--- config.mk ---
export PLATFORM = sky130hd
export DESIGN_NAME = ll1_table_driven_parser
export DESIGN_NICKNAME = d
export VERILOG_FILES = /design/src/design/llp_pkg.sv /design/src/design/llp_ram.sv /design/src/design/llp_step.sv /design/src/design/ll1_table_driven_parser.sv
export SDC_FILE = /design/constraint.sdc
export NUM_CORES = 1
export LEC_CHECK = 0
export BUFFER_PORTS_ARGS = -buffer_cell sky130_fd_sc_hd__buf_4
export CAP_MARGIN = 20
export CORE_UTILIZATION = 57
export CTS_CLUSTER_SIZE = 12
export DETAILED_ROUTE_END_ITERATION = 8
export PLACE_DENSITY = 0.76
export SLEW_MARGIN = 10
export SYNTH_ARGS = -nofsm -noshare
export SYNTH_HDL_FRONTEND = slang
export SYNTH_HIERARCHICAL = 1
export SYNTH_SLANG_ARGS = --single-unit
--- constraint.sdc ---
create_clock -name clk -period 5.26 [get_ports clk]
set_clock_uncertainty 0.2 [all_clocks]
set_input_delay 0.789 -clock clk [delete_from_list [all_inputs] [get_ports clk]]
set_output_delay 0.789 -clock clk [all_outputs]
set_load 0.02 [all_outputs]
--- src/design/llp_pkg.sv ---
// Package for the LL(1) parser: symbol, production and verdict codes plus table functions.
`timescale 1ns / 1ps
package llp_pkg;

	localparam int STACK_DEPTH_DEF = 64;

	localparam logic [3:0] SYM_END  = 4'd0;
	localparam logic [3:0] SYM_A_T  = 4'd1;
	localparam logic [3:0] SYM_B_T  = 4'd2;
	localparam logic [3:0] SYM_C_T  = 4'd3;
	localparam logic [3:0] SYM_LP   = 4'd4;
	localparam logic [3:0] SYM_RP   = 4'd5;
	localparam logic [3:0] SYM_S    = 4'd6;
	localparam logic [3:0] SYM_A    = 4'd7;
	localparam logic [3:0] SYM_B    = 4'd8;
	localparam logic [3:0] SYM_C    = 4'd9;
	localparam logic [3:0] SYM_D    = 4'd10;
	localparam logic [3:0] SYM_NONE = 4'd15;

	localparam logic [1:0] VER_OK       = 2'd0;
	localparam logic [1:0] VER_ACCEPT   = 2'd1;
	localparam logic [1:0] VER_REJECT   = 2'd2;
	localparam logic [1:0] VER_OVERFLOW = 2'd3;

	localparam logic [2:0] PR_NONE  = 3'd0;
	localparam logic [2:0] PR_ABC   = 3'd1;
	localparam logic [2:0] PR_A     = 3'd2;
	localparam logic [2:0] PR_EPS   = 3'd3;
	localparam logic [2:0] PR_B     = 3'd4;
	localparam logic [2:0] PR_PAREN = 3'd5;
	localparam logic [2:0] PR_C     = 3'd6;
	localparam logic [2:0] PR_AC    = 3'd7;

	localparam logic [1:0] STEP_FAIL   = 2'd0;
	localparam logic [1:0] STEP_OVF    = 2'd1;
	localparam logic [1:0] STEP_MATCH  = 2'd2;
	localparam logic [1:0] STEP_EXPAND = 2'd3;

	localparam logic [7:0] CH_END = "$";
	localparam logic [7:0] CH_A   = "a";
	localparam logic [7:0] CH_B   = "b";
	localparam logic [7:0] CH_C   = "c";
	localparam logic [7:0] CH_LP  = "(";
	localparam logic [7:0] CH_RP  = ")";

	typedef struct packed {
		logic [1:0] kind;
		logic [1:0] verdict;
		logic [2:0] prod;
		logic [1:0] len;
	} step_t;

	function automatic logic [3:0] classify(input logic [7:0] ch);
		logic [3:0] s;
		case (ch)
			CH_END:  s = SYM_END;
			CH_A:    s = SYM_A_T;
			CH_B:    s = SYM_B_T;
			CH_C:    s = SYM_C_T;
			CH_LP:   s = SYM_LP;
			CH_RP:   s = SYM_RP;
			default: s = SYM_NONE;
		endcase
		return s;
	endfunction

	// first production wins on a collision
	function automatic logic [2:0] predict(input logic [3:0] nt, input logic [3:0] t);
		logic [2:0] p;
		p = PR_NONE;
		case (nt)
			SYM_S: begin
				if (t inside {SYM_A_T, SYM_B_T, SYM_C_T, SYM_LP}) p = PR_ABC;
			end
			SYM_A: begin
				if (t == SYM_A_T) p = PR_A;
				else if (t inside {SYM_B_T, SYM_C_T, SYM_LP}) p = PR_EPS;
			end
			SYM_B: begin
				if (t == SYM_B_T) p = PR_B;
				else if (t inside {SYM_C_T, SYM_LP}) p = PR_EPS;
			end
			SYM_C: begin
				if (t == SYM_C_T) p = PR_C;
				else if (t == SYM_LP) p = PR_PAREN;
			end
			SYM_D: begin
				if (t inside {SYM_A_T, SYM_C_T, SYM_LP}) p = PR_AC;
			end
			default: p = PR_NONE;
		endcase
		return p;
	endfunction

	function automatic logic [1:0] prod_len(input logic [2:0] p);
		logic [1:0] n;
		case (p)
			PR_ABC, PR_PAREN:  n = 2'd3;
			PR_AC:             n = 2'd2;
			PR_A, PR_B, PR_C:  n = 2'd1;
			default:           n = 2'd0;
		endcase
		return n;
	endfunction

	// symbol i of production p, left to right
	function automatic logic [3:0] prod_sym(input logic [2:0] p, input logic [1:0] i);
		logic [3:0] s;
		s = SYM_END;
		case (p)
			PR_ABC:   s = (i == 2'd0) ? SYM_A : ((i == 2'd1) ? SYM_B : SYM_C);
			PR_PAREN: s = (i == 2'd0) ? SYM_LP : ((i == 2'd1) ? SYM_S : SYM_RP);
			PR_AC:    s = (i == 2'd0) ? SYM_A : SYM_C;
			PR_A:     s = SYM_A_T;
			PR_B:     s = SYM_B_T;
			PR_C:     s = SYM_C_T;
			default:  s = SYM_END;
		endcase
		return s;
	endfunction

endpackage

--- src/design/llp_ram.sv ---
// Generic single write port RAM with registered read.
`timescale 1ns / 1ps
module llp_ram #(
	parameter int WIDTH = 4,
	parameter int DEPTH = 64
) (
	input  logic                     clk,
	input  logic                     we,
	input  logic [$clog2(DEPTH)-1:0] waddr,
	input  logic [WIDTH-1:0]         wdata,
	input  logic [$clog2(DEPTH)-1:0] raddr,
	output logic [WIDTH-1:0]         rdata
);

	logic [WIDTH-1:0] mem_q [DEPTH];

	always_ff @(posedge clk) begin
		if (we) begin
			mem_q[waddr] <= wdata;
		end
		rdata <= mem_q[raddr];
	end

endmodule

--- src/design/llp_step.sv ---
// One parse step: match, predict lookup and overflow check for the stack top.
`timescale 1ns / 1ps
module llp_step import llp_pkg::*; #(
	parameter int DEPTH = STACK_DEPTH_DEF
) (
	input  logic [3:0]                 top,
	input  logic [3:0]                 tsym,
	input  logic [$clog2(DEPTH+1)-1:0] level,
	output step_t                      step
);

	localparam int LW = $clog2(DEPTH + 1);
	localparam logic [LW:0] DEPTH_W = (LW + 1)'(DEPTH);

	always_comb begin
		logic [LW:0] ext;
		logic [LW:0] need;
		logic [2:0]  p;
		logic [1:0]  n;
		ext  = {1'b0, level};
		p    = predict(top, tsym);
		n    = prod_len(p);
		need = ext - (LW + 1)'(1) + (LW + 1)'(n);
		step = '{kind: STEP_FAIL, verdict: VER_REJECT, prod: p, len: n};
		if (level == '0 || ext > DEPTH_W) begin
			step.kind = STEP_FAIL;
		end else if (top <= SYM_RP) begin
			step.kind = STEP_MATCH;
			if (top != tsym) step.verdict = VER_REJECT;
			else if (tsym == SYM_END) step.verdict = VER_ACCEPT;
			else step.verdict = VER_OK;
		end else if (top > SYM_D || tsym > SYM_RP || p == PR_NONE) begin
			step.kind = STEP_FAIL;
		end else if (need > DEPTH_W) begin
			step.kind    = STEP_OVF;
			step.verdict = VER_OVERFLOW;
		end else begin
			step.kind    = STEP_EXPAND;
			step.verdict = VER_OK;
		end
	end

endmodule

--- src/design/ll1_table_driven_parser.sv ---
// Top level of the LL(1) predictive parser: sequencer, stack top register and stack RAM.
`timescale 1ns / 1ps
// Checks strings against S->ABC|D, A->a|eps, B->b|eps, C->(S)|c, D->AC, one character per
// request, and returns one result per request (verdict 0 consuming, 1 accepted, 2 rejected,
// 3 stack overflow; string_done marks the end-of-string result, after which the stack
// returns to end marker plus S). A request after the string has already failed or been
// accepted is answered straight from the sticky outcome. Otherwise the shared step unit
// examines the stack top in turn: a three-symbol production takes an extra push state to
// write two symbols through the single RAM write port, and each pop passes through a load
// state for the registered RAM read; the block takes no request meanwhile. The top of the
// stack lives in a register and the bottom end marker is implicit, so no clearing pass is
// needed after reset.
module ll1_table_driven_parser import llp_pkg::*; #(
	parameter int STACK_DEPTH = STACK_DEPTH_DEF
) (
	input  logic       clk,
	input  logic       arst_n,
	input  logic       req_valid,
	output logic       req_ready,
	input  logic [7:0] ch,
	input  logic       end_of_string,
	output logic       res_valid,
	input  logic       res_ready,
	output logic [1:0] verdict,
	output logic       string_done
);

	localparam int LW = $clog2(STACK_DEPTH + 1);
	localparam int AW = $clog2(STACK_DEPTH);

	localparam logic [1:0] S_IDLE = 2'd0;
	localparam logic [1:0] S_EXAM = 2'd1;
	localparam logic [1:0] S_PUSH = 2'd2;
	localparam logic [1:0] S_LOAD = 2'd3;

	logic [1:0]    state_q;
	logic [LW-1:0] level_q;
	logic [3:0]    top_q;
	logic [1:0]    failed_q;
	logic [3:0]    tsym_q;
	logic          end_q;
	logic          cont_q;
	logic [2:0]    prod_q;
	logic [AW-1:0] wr_idx_q;
	logic          res_valid_q;
	logic [1:0]    verdict_q;
	logic          done_q;

	step_t         st;
	logic [LW-1:0] lvl_m1;
	logic [LW-1:0] lvl_m2;
	logic          ram_we;
	logic [AW-1:0] ram_waddr;
	logic [3:0]    ram_wdata;
	logic [AW-1:0] ram_raddr;
	logic [3:0]    ram_rdata;
	logic          accept;

	llp_step #(.DEPTH(STACK_DEPTH)) u_step (
		.top   (top_q),
		.tsym  (tsym_q),
		.level (level_q),
		.step  (st)
	);

	llp_ram #(.WIDTH(4), .DEPTH(STACK_DEPTH)) u_ram (
		.clk   (clk),
		.we    (ram_we),
		.waddr (ram_waddr),
		.wdata (ram_wdata),
		.raddr (ram_raddr),
		.rdata (ram_rdata)
	);

	assign req_ready   = (state_q == S_IDLE) && (!res_valid_q || res_ready);
	assign accept      = req_valid && req_ready;
	assign res_valid   = res_valid_q;
	assign verdict     = verdict_q;
	assign string_done = done_q;

	assign lvl_m1    = level_q - LW'(1);
	assign lvl_m2    = level_q - LW'(2);
	assign ram_raddr = lvl_m2[AW-1:0];

	always_comb begin
		ram_we    = 1'b0;
		ram_waddr = lvl_m1[AW-1:0];
		ram_wdata = prod_sym(st.prod, st.len - 2'd1);
		if (state_q == S_PUSH) begin
			ram_we    = 1'b1;
			ram_waddr = wr_idx_q;
			ram_wdata = prod_sym(prod_q, 2'd1);
		end else if (state_q == S_EXAM && st.kind == STEP_EXPAND && st.len >= 2'd2) begin
			ram_we = 1'b1;
		end
	end

	always_ff @(posedge clk or negedge arst_n) begin
		if (!arst_n) begin
			state_q     <= S_IDLE;
			level_q     <= LW'(2);
			top_q       <= SYM_S;
			failed_q    <= VER_OK;
			tsym_q      <= SYM_END;
			end_q       <= 1'b0;
			cont_q      <= 1'b0;
			prod_q      <= PR_NONE;
			wr_idx_q    <= '0;
			res_valid_q <= 1'b0;
			verdict_q   <= VER_OK;
			done_q      <= 1'b0;
		end else begin
			if (res_ready) res_valid_q <= 1'b0;
			unique case (state_q)
				S_IDLE: begin
					if (accept) begin
						end_q  <= end_of_string;
						tsym_q <= end_of_string ? SYM_END : classify(ch);
						if (failed_q == VER_OK) begin
							state_q <= S_EXAM;
						end else begin
							res_valid_q <= 1'b1;
							verdict_q   <= failed_q;
							done_q      <= end_of_string;
							if (end_of_string) begin
								level_q  <= LW'(2);
								top_q    <= SYM_S;
								failed_q <= VER_OK;
							end
						end
					end
				end
				S_EXAM: begin
					case (st.kind)
						STEP_EXPAND: begin
							if (st.len == 2'd0) begin
								level_q <= lvl_m1;
								cont_q  <= 1'b1;
								state_q <= S_LOAD;
							end else begin
								top_q    <= prod_sym(st.prod, 2'd0);
								level_q  <= lvl_m1 + LW'(st.len);
								prod_q   <= st.prod;
								wr_idx_q <= level_q[AW-1:0];
								state_q  <= (st.len == 2'd3) ? S_PUSH : S_EXAM;
							end
						end
						STEP_MATCH: begin
							level_q  <= lvl_m1;
							failed_q <= st.verdict;
							if (st.verdict == VER_OK) begin
								cont_q  <= 1'b0;
								state_q <= S_LOAD;
							end else begin
								state_q     <= S_IDLE;
								res_valid_q <= 1'b1;
								verdict_q   <= st.verdict;
								done_q      <= end_q;
								if (end_q) begin
									level_q  <= LW'(2);
									top_q    <= SYM_S;
									failed_q <= VER_OK;
								end
							end
						end
						default: begin
							failed_q    <= st.verdict;
							state_q     <= S_IDLE;
							res_valid_q <= 1'b1;
							verdict_q   <= st.verdict;
							done_q      <= end_q;
							if (end_q) begin
								level_q  <= LW'(2);
								top_q    <= SYM_S;
								failed_q <= VER_OK;
							end
						end
					endcase
				end
				S_PUSH: begin
					state_q <= S_EXAM;
				end
				S_LOAD: begin
					top_q <= (level_q == LW'(1)) ? SYM_END : ram_rdata;
					if (cont_q) begin
						state_q <= S_EXAM;
					end else begin
						state_q     <= S_IDLE;
						res_valid_q <= 1'b1;
						verdict_q   <= VER_OK;
						done_q      <= end_q;
						if (end_q) begin
							level_q  <= LW'(2);
							top_q    <= SYM_S;
							failed_q <= VER_OK;
						end
					end
				end
				default: state_q <= S_IDLE;
			endcase
		end
	end

	a_level_bound: assert property (@(posedge clk) disable iff (!arst_n)
		{1'b0, level_q} <= (LW + 1)'(STACK_DEPTH))
		else $error("stack level beyond depth");

	a_busy_slot_free: assert property (@(posedge clk) disable iff (!arst_n)
		state_q != S_IDLE |-> !res_valid_q)
		else $error("result slot occupied while parsing");

	a_done_reinit: assert property (@(posedge clk) disable iff (!arst_n)
		res_valid_q && done_q |-> level_q == LW'(2) && top_q == SYM_S && failed_q == VER_OK)
		else $error("stack not restored after end of string");

	a_failed_idle: assert property (@(posedge clk) disable iff (!arst_n)
		failed_q != VER_OK |-> state_q == S_IDLE)
		else $error("sticky outcome set while parsing");

endmodule
== Word-level counts from Yosys, hierarchy flattened ==
Memory sizes are Yosys's and may differ from the RTL's. A register that Yosys moved wholly into a read port is not among the register bits.
Index checks and enable logic that the tools add are counted.

* Register bits after elaboration: 34
* RAM bits: 256
* Bits of input ports: 13
* Output and inout port bits: 5
* Memories: 1

* Add/subtract/negate cells: 6
* Magnitude comparators: 6
* Equal/unequal tests: 47
* Muxes and demuxes: 94
* Bitwise gates (word level): 1
* Reduce and logical (&&, ||, !) cells: 34

{| class="wikitable"
|+ Memories
! memory !! words !! bits a word !! rd ports !! clocked after memory_dff !! wr ports !! RTL line !! text
|-
| u_ram.mem_q || 64 || 4 || 1 || 1 || 1 || llp_ram.sv:15 || <nowiki>logic [WIDTH-1:0] mem_q [DEPTH];</nowiki>
|}

{| class="wikitable"
|+ Operators by type and width
! kind !! count
|-
| $pmux W4 S6 || 3
|-
| $mux W4 || 15
|-
| $mux W7 || 8
|-
| $mux W2 || 25
|-
| $pmux W3 S5 || 2
|-
| $eq A3 B3 Y1 const B || 8
|-
| $eq A8 B6 Y1 const B || 3
|-
| $eq A8 B7 Y1 const B || 3
|-
| $pmux W7 S3 || 1
|-
| $mux W1 || 19
|-
| $pmux W2 S3 || 3
|-
| $mux W3 || 5
|-
| $ne A2 B2 Y1 const B || 7
|-
| $pmux W7 S2 || 1
|-
| $eq A4 B3 Y1 const B || 3
|-
| $eq A4 B4 Y1 const B || 3
|-
| $pmux W2 S2 || 3
|-
| $pmux W4 S3 || 1
|-
| $reduce_and A6 Y1 || 2
|-
| $eq A2 B2 Y1 const B || 5
|-
| $logic_not A2 Y1 || 5
|-
| $reduce_bool A3 Y1 || 3
|-
| $add A8 B2 Y8 || 1
|-
| $eq A4 B2 Y1 const B || 2
|-
| other kinds (40) || 57
|}

== Depth between registers and ports, before layout ==
* Depth after elaboration: 21
* Mapped depth: 26
* Gate-level depth less buffers: 23

== Modules after synthesis ==
Netlist, hierarchy kept.

{| class="wikitable"
|+ Modules (own cells, without submodules)
! module !! times used !! cells an instance !! area each (sq um)
|-
| llp_ram || 1 || 529 || 10356.2
|-
| ll1_table_driven_parser || 1 || 287 || 2488.6
|-
| llp_step || 1 || 108 || 764.5
|}

== Worst setup path after synthesis ==
OpenSTA, ideal clock, no wires.

* Kind: reg2reg
* From: register top_q[0]
* To: memory u_ram.mem_q[27][0], enable pin
* Setup time: 330 ps
* Arrival time: 4985 ps
* Setup slack: -255 ps
* Stages on the path, launching flop included: 26
* Buffers on the path: 3
* Period minus slack after synthesis: 5515 ps
* Cell sequence: dfrtp_1 -> buf_2 -> or4b_4 -> o21ai_2 -> a32oi_2 -> nand2_1 -> nand3_1 -> ha_1 -> inv_1 -> ha_1 -> inv_1 -> fa_1 -> o21bai_1 -> a21oi_1 -> o21ai_0 -> xnor2_1 -> o211ai_2 -> a21oi_1 -> and2_1 -> nand2_1 -> o21ai_0 -> clkbuf_1 -> inv_1 -> or2_2 -> clkbuf_1 -> nor2_1

{| class="wikitable"
|+ RTL lines
! element !! RTL line !! text
|-
| from (decl) || ll1_table_driven_parser.sv:38 || <nowiki>logic [3:0] top_q;</nowiki>
|-
| from (signal assigned) || ll1_table_driven_parser.sv:141 || <nowiki>top_q <= prod_sym(st.prod, 2'd0);</nowiki>
|-
| from (signal assigned) || ll1_table_driven_parser.sv:184 || <nowiki>top_q <= (level_q == LW'(1)) ? SYM_END : ram_rdata;</nowiki>
|-
| to (decl) || llp_ram.sv:15 ||
|}

==> summary.md <==
| Metric | Value |
|---|---|
| Outcome | `finished with violations` |
| Failing checks | `hold timing` |
| Worst Path Class, Setup | `register to register` |
| Chip height | `156.5 um` |
| WL met2 | `14,500 um` |
| First-pass GRT wire length | `45,370 um` |
| Post-route setup slack | `147.7 ps` |
| Routed len/inst | `22.16 um` |
| Post-synth top cells | `edfxtp_1, nor2_1, mux4_2` |
| Metal3 WL | `1906 um` |
| PwrDens | `609.1 nW/um2` |
| Biggest area consumer among synthesized cells | `edfxtp_1` |
| Yosys warns | `6` |
| Die area | `24,500 um2` |
| Initial DRC Count | `759` |
| CTS Sinks | `294` |
| Total power | `0.009468 W` |
| Hold WS | `-9.035 ps` |
| Startpoint Class | `register` |
| CTS Hold Bufs | `0` |
| Detailed-route DRC error count | `0` |
| Initial Util | `57.98%` |
| Diodes inserted | `0` |
| DRT antenna net count | `0` |
| Worst hold path class | `input pin to asynchronous set/reset pin` |
| Gpl congestion | `0.8619` |
| Max VDD drop | `0.0004284 V` |
| Gate power share | `46.0%` |
| Leak | `5.216 nW` |
| Worst slew pin tran | `1045 ps` |
| CTS tree | `yes` |
| Slew Limit Headroom | `30.08%` |
| Site row count | `56` |
| Hold Vio Cnt, Final | `11` |
| Vias in the first global route | `8,263` |
| Dpl ws | `-16.39 ps` |
| Vias/cell | `6.177` |
| Yosys cell types | `80` |
| Total number of vias | `8,185` |
| Share of layout cells above drive strength 1 | `27.44%` |
| P&R area growth vs syn | `14.20%` |
| M1 WL | `11,900 um` |
| Clk root buf | `clkbuf_16` |
| Top FF cell, synth | `edfxtp_1` |
| Die W | `156.5 um` |
| Post-Layout Cell Count | `1,325` |
| Sequential share of the synthesized area | `63.35%` |
| Cts bufs inserted | `30` |
| Cell count after synthesis | `924` |
| Maxcap violations | `0` |
| Sw frac | `38.76%` |
| Final worst path period share | `97.19%` |
| GRT Overall Usage | `24.84%` |
| Setup TNS | `0 ps` |
| Mapped cell area | `13,610 um2` |
| Unrepaired setup endpoints after global routing | `true` |
| Htree depth | `1` |
| Fmax | `195.6 MHz` |
| Post-DP HPWL | `19,650 um` |
| Drt pass-1 iters | `5` |
| Ports | `18` |
| # setup viols final | `0` |
| Post-synth EDFFs | `256` |
| Flop pwr share | `34.2%` |
| Placed cells | `1,275` |
| Register clock-pin slew on the reported worst setup and hold paths | `60 ps` |
| Largest net degree at the start of global routing | `65` |
| Worst skew pair latency | `580 ps` |
| # nets final | `1,026` |
| Initial antenna violation count | `0` |
| NetSw | `0.003669 W` |
| Synth area leaders | `edfxtp_1, mux4_2, dfrtp_1` |
| Clk buf depth | `3` |
| Worst EP required | `5310 ps` |
| Tmin final | `5112 ps` |
| Yosys reg bits | `294` |
| Syn_nets | `960` |
| Top Layer Used | `met4` |
| Routed WL | `29,360 um` |
| Max Fanout on Critical Path | `8` |
| Yosys top cell area share | `56.49%` |
| Clock Power Share | `19.8%` |
| CORE AREA | `23,470 um2` |
| Worst Setup End Kind | `register` |
| Syn Area/Cell | `14.73 um2` |
| GRT overflow | `0` |
| PortBufs | `17` |
| Max Slew Vio Count | `0` |
| CP Data Arrival Time | `5170 ps` |
| Internal power | `0.005798 W` |
| Fillers | `1,597` |
| Most numerous cell in the Yosys netlist | `edfxtp_1` |
| Ys async rst share | `11.56%` |
## registers in the layout (all words and copies together) (netlist names), 2 cells and up
| signal | count |
|---|---|
| u_ram/mem_q | 256 |
| level_q | 7 |
| wr_idx_q | 6 |
| top_q | 4 |
| tsym_q | 4 |
| u_ram/rdata | 4 |
| prod_q | 3 |
| failed_q | 2 |
| state_q | 2 |
| verdict | 2 |
## cell families after synthesis
| group | synth area share (%) |
|---|---|
| multiplexers | 13.05 |
| flip-flops | 63.35 |
| adder cells (fa/ha/maj) | 2.225 |
| AND/OR/NAND/NOR | 9.470 |
| AO/OA/AOI/OAI | 7.723 |
| XOR/XNOR | 1.287 |
| buffers and inverters | 2.896 |
## critical path, cell delays in order (launching register included)
cell and delay (ps):
dfrtp_1 380, or4b_4 590, o21ai_2 170, a32oi_2 160
nand2_2 120, nand3_2 110, ha_4 260, inv_1 100
ha_4 150, inv_2 30, fa_2 330, o21bai_1 190
a21oi_2 90, o21ai_1 150, xnor2_1 170, o211ai_2 150
a21oi_2 160, and2_4 180, nand2_4 60, o21ai_2 160
buf_6 140, buf_6 120, nand4b_1 290, nor2_1 220
buf_4 160
## path summary, 6_finish.rpt
kind | from | slack (ps) | endpoint | depth (start not counted)
setup / recovery | top_q[0] | 150 | u_ram/mem_q[42][3] | 24
setup reg to reg | top_q[0] | 150 | u_ram/mem_q[42][3] | 24
min in group clk | u_ram/rdata[3] | 290 | top_q[3] | 2
hold / removal | arst_n | -9 | failed_q[1] | 1
hold reg to reg | u_ram/rdata[3] | 290 | top_q[3] | 2
max in group asynchronous | arst_n | 4510 | top_q[2] | 1
## stage by stage
| stage | utilization, % | area [um2] |
|---|---|---|
| after floorplan | - | 13680 |
| after global placement | 61.62 | 14460 |
| after detailed placement | 61.62 | 14460 |
| after CTS | 65.33 | 15330 |
| after global routing | 66.22 | 15540 |
| final | 66.22 | 15540 |
## placed cells by master (no fill, tap or decap), types with 8 or more instances in the layout
cell type    n
dfrtp_1     29
edfxtp_1   256
o21ai_0     36
buf_4       80
clkbuf_16   30
or3_1        8
nand3_1     16
ha_1        18
mux2i_1      9
a22oi_1      8
nand2_1     43
nor2b_1     14
mux4_2      56
nor2_1      65
inv_1       30
nor2_2      16
a21oi_1     31
o22ai_1      9
mux4_1       8
mux2_2      19
xnor2_1     14
nor3_1      15
nand2b_1    17
nor2_4      14
## power groups by stage
| stage | combinational [W] | sequential (W) | clock (W) |
|---|---|---|---|
| 2_1_floorplan | 0.00297 | 0.00332 | 0 |
| 3_5_place_dp | 0.00413 | 0.00329 | 0 |
| 5_1_grt | 0.00472 | 0.00326 | 0.00199 |
| 6_report | 0.00435 | 0.00324 | 0.00187 |
| 4_1_cts | 0.00415 | 0.00324 | 0.00191 |
| 3_3_place_gp | 0.00405 | 0.00328 | 0 |
## cell type report
class,instances,area [um2],area share (%)
clock buffers,38,790.8,5.088
clock inverters,10,68.82,0.4428
well taps,319,399.1,2.568
inverters,33,123.9,0.7970
multi-input cells,548,4882,31.41
flip-flops and latches,294,8627,55.51
repair buffers,83,650.6,4.186
## layer usage
| metal | GRT usage (%) | vias to the layer above |
|---|---|---|
| li1 | - | 3690 |
| met1 | 33.07 | 4076 |
| met2 | 41.45 | 332 |
| met3 | 3.905 | 87 |
| met4 | 9.477 | 0 |
| met5 | 0 | - |
## repair_timing
item,CTS,global route
pin swaps,0,24
buffers inserted,0,1
resized for setup,4,49
setup endpoints to repair,13,261
Power figures use the tool's default switching activity.
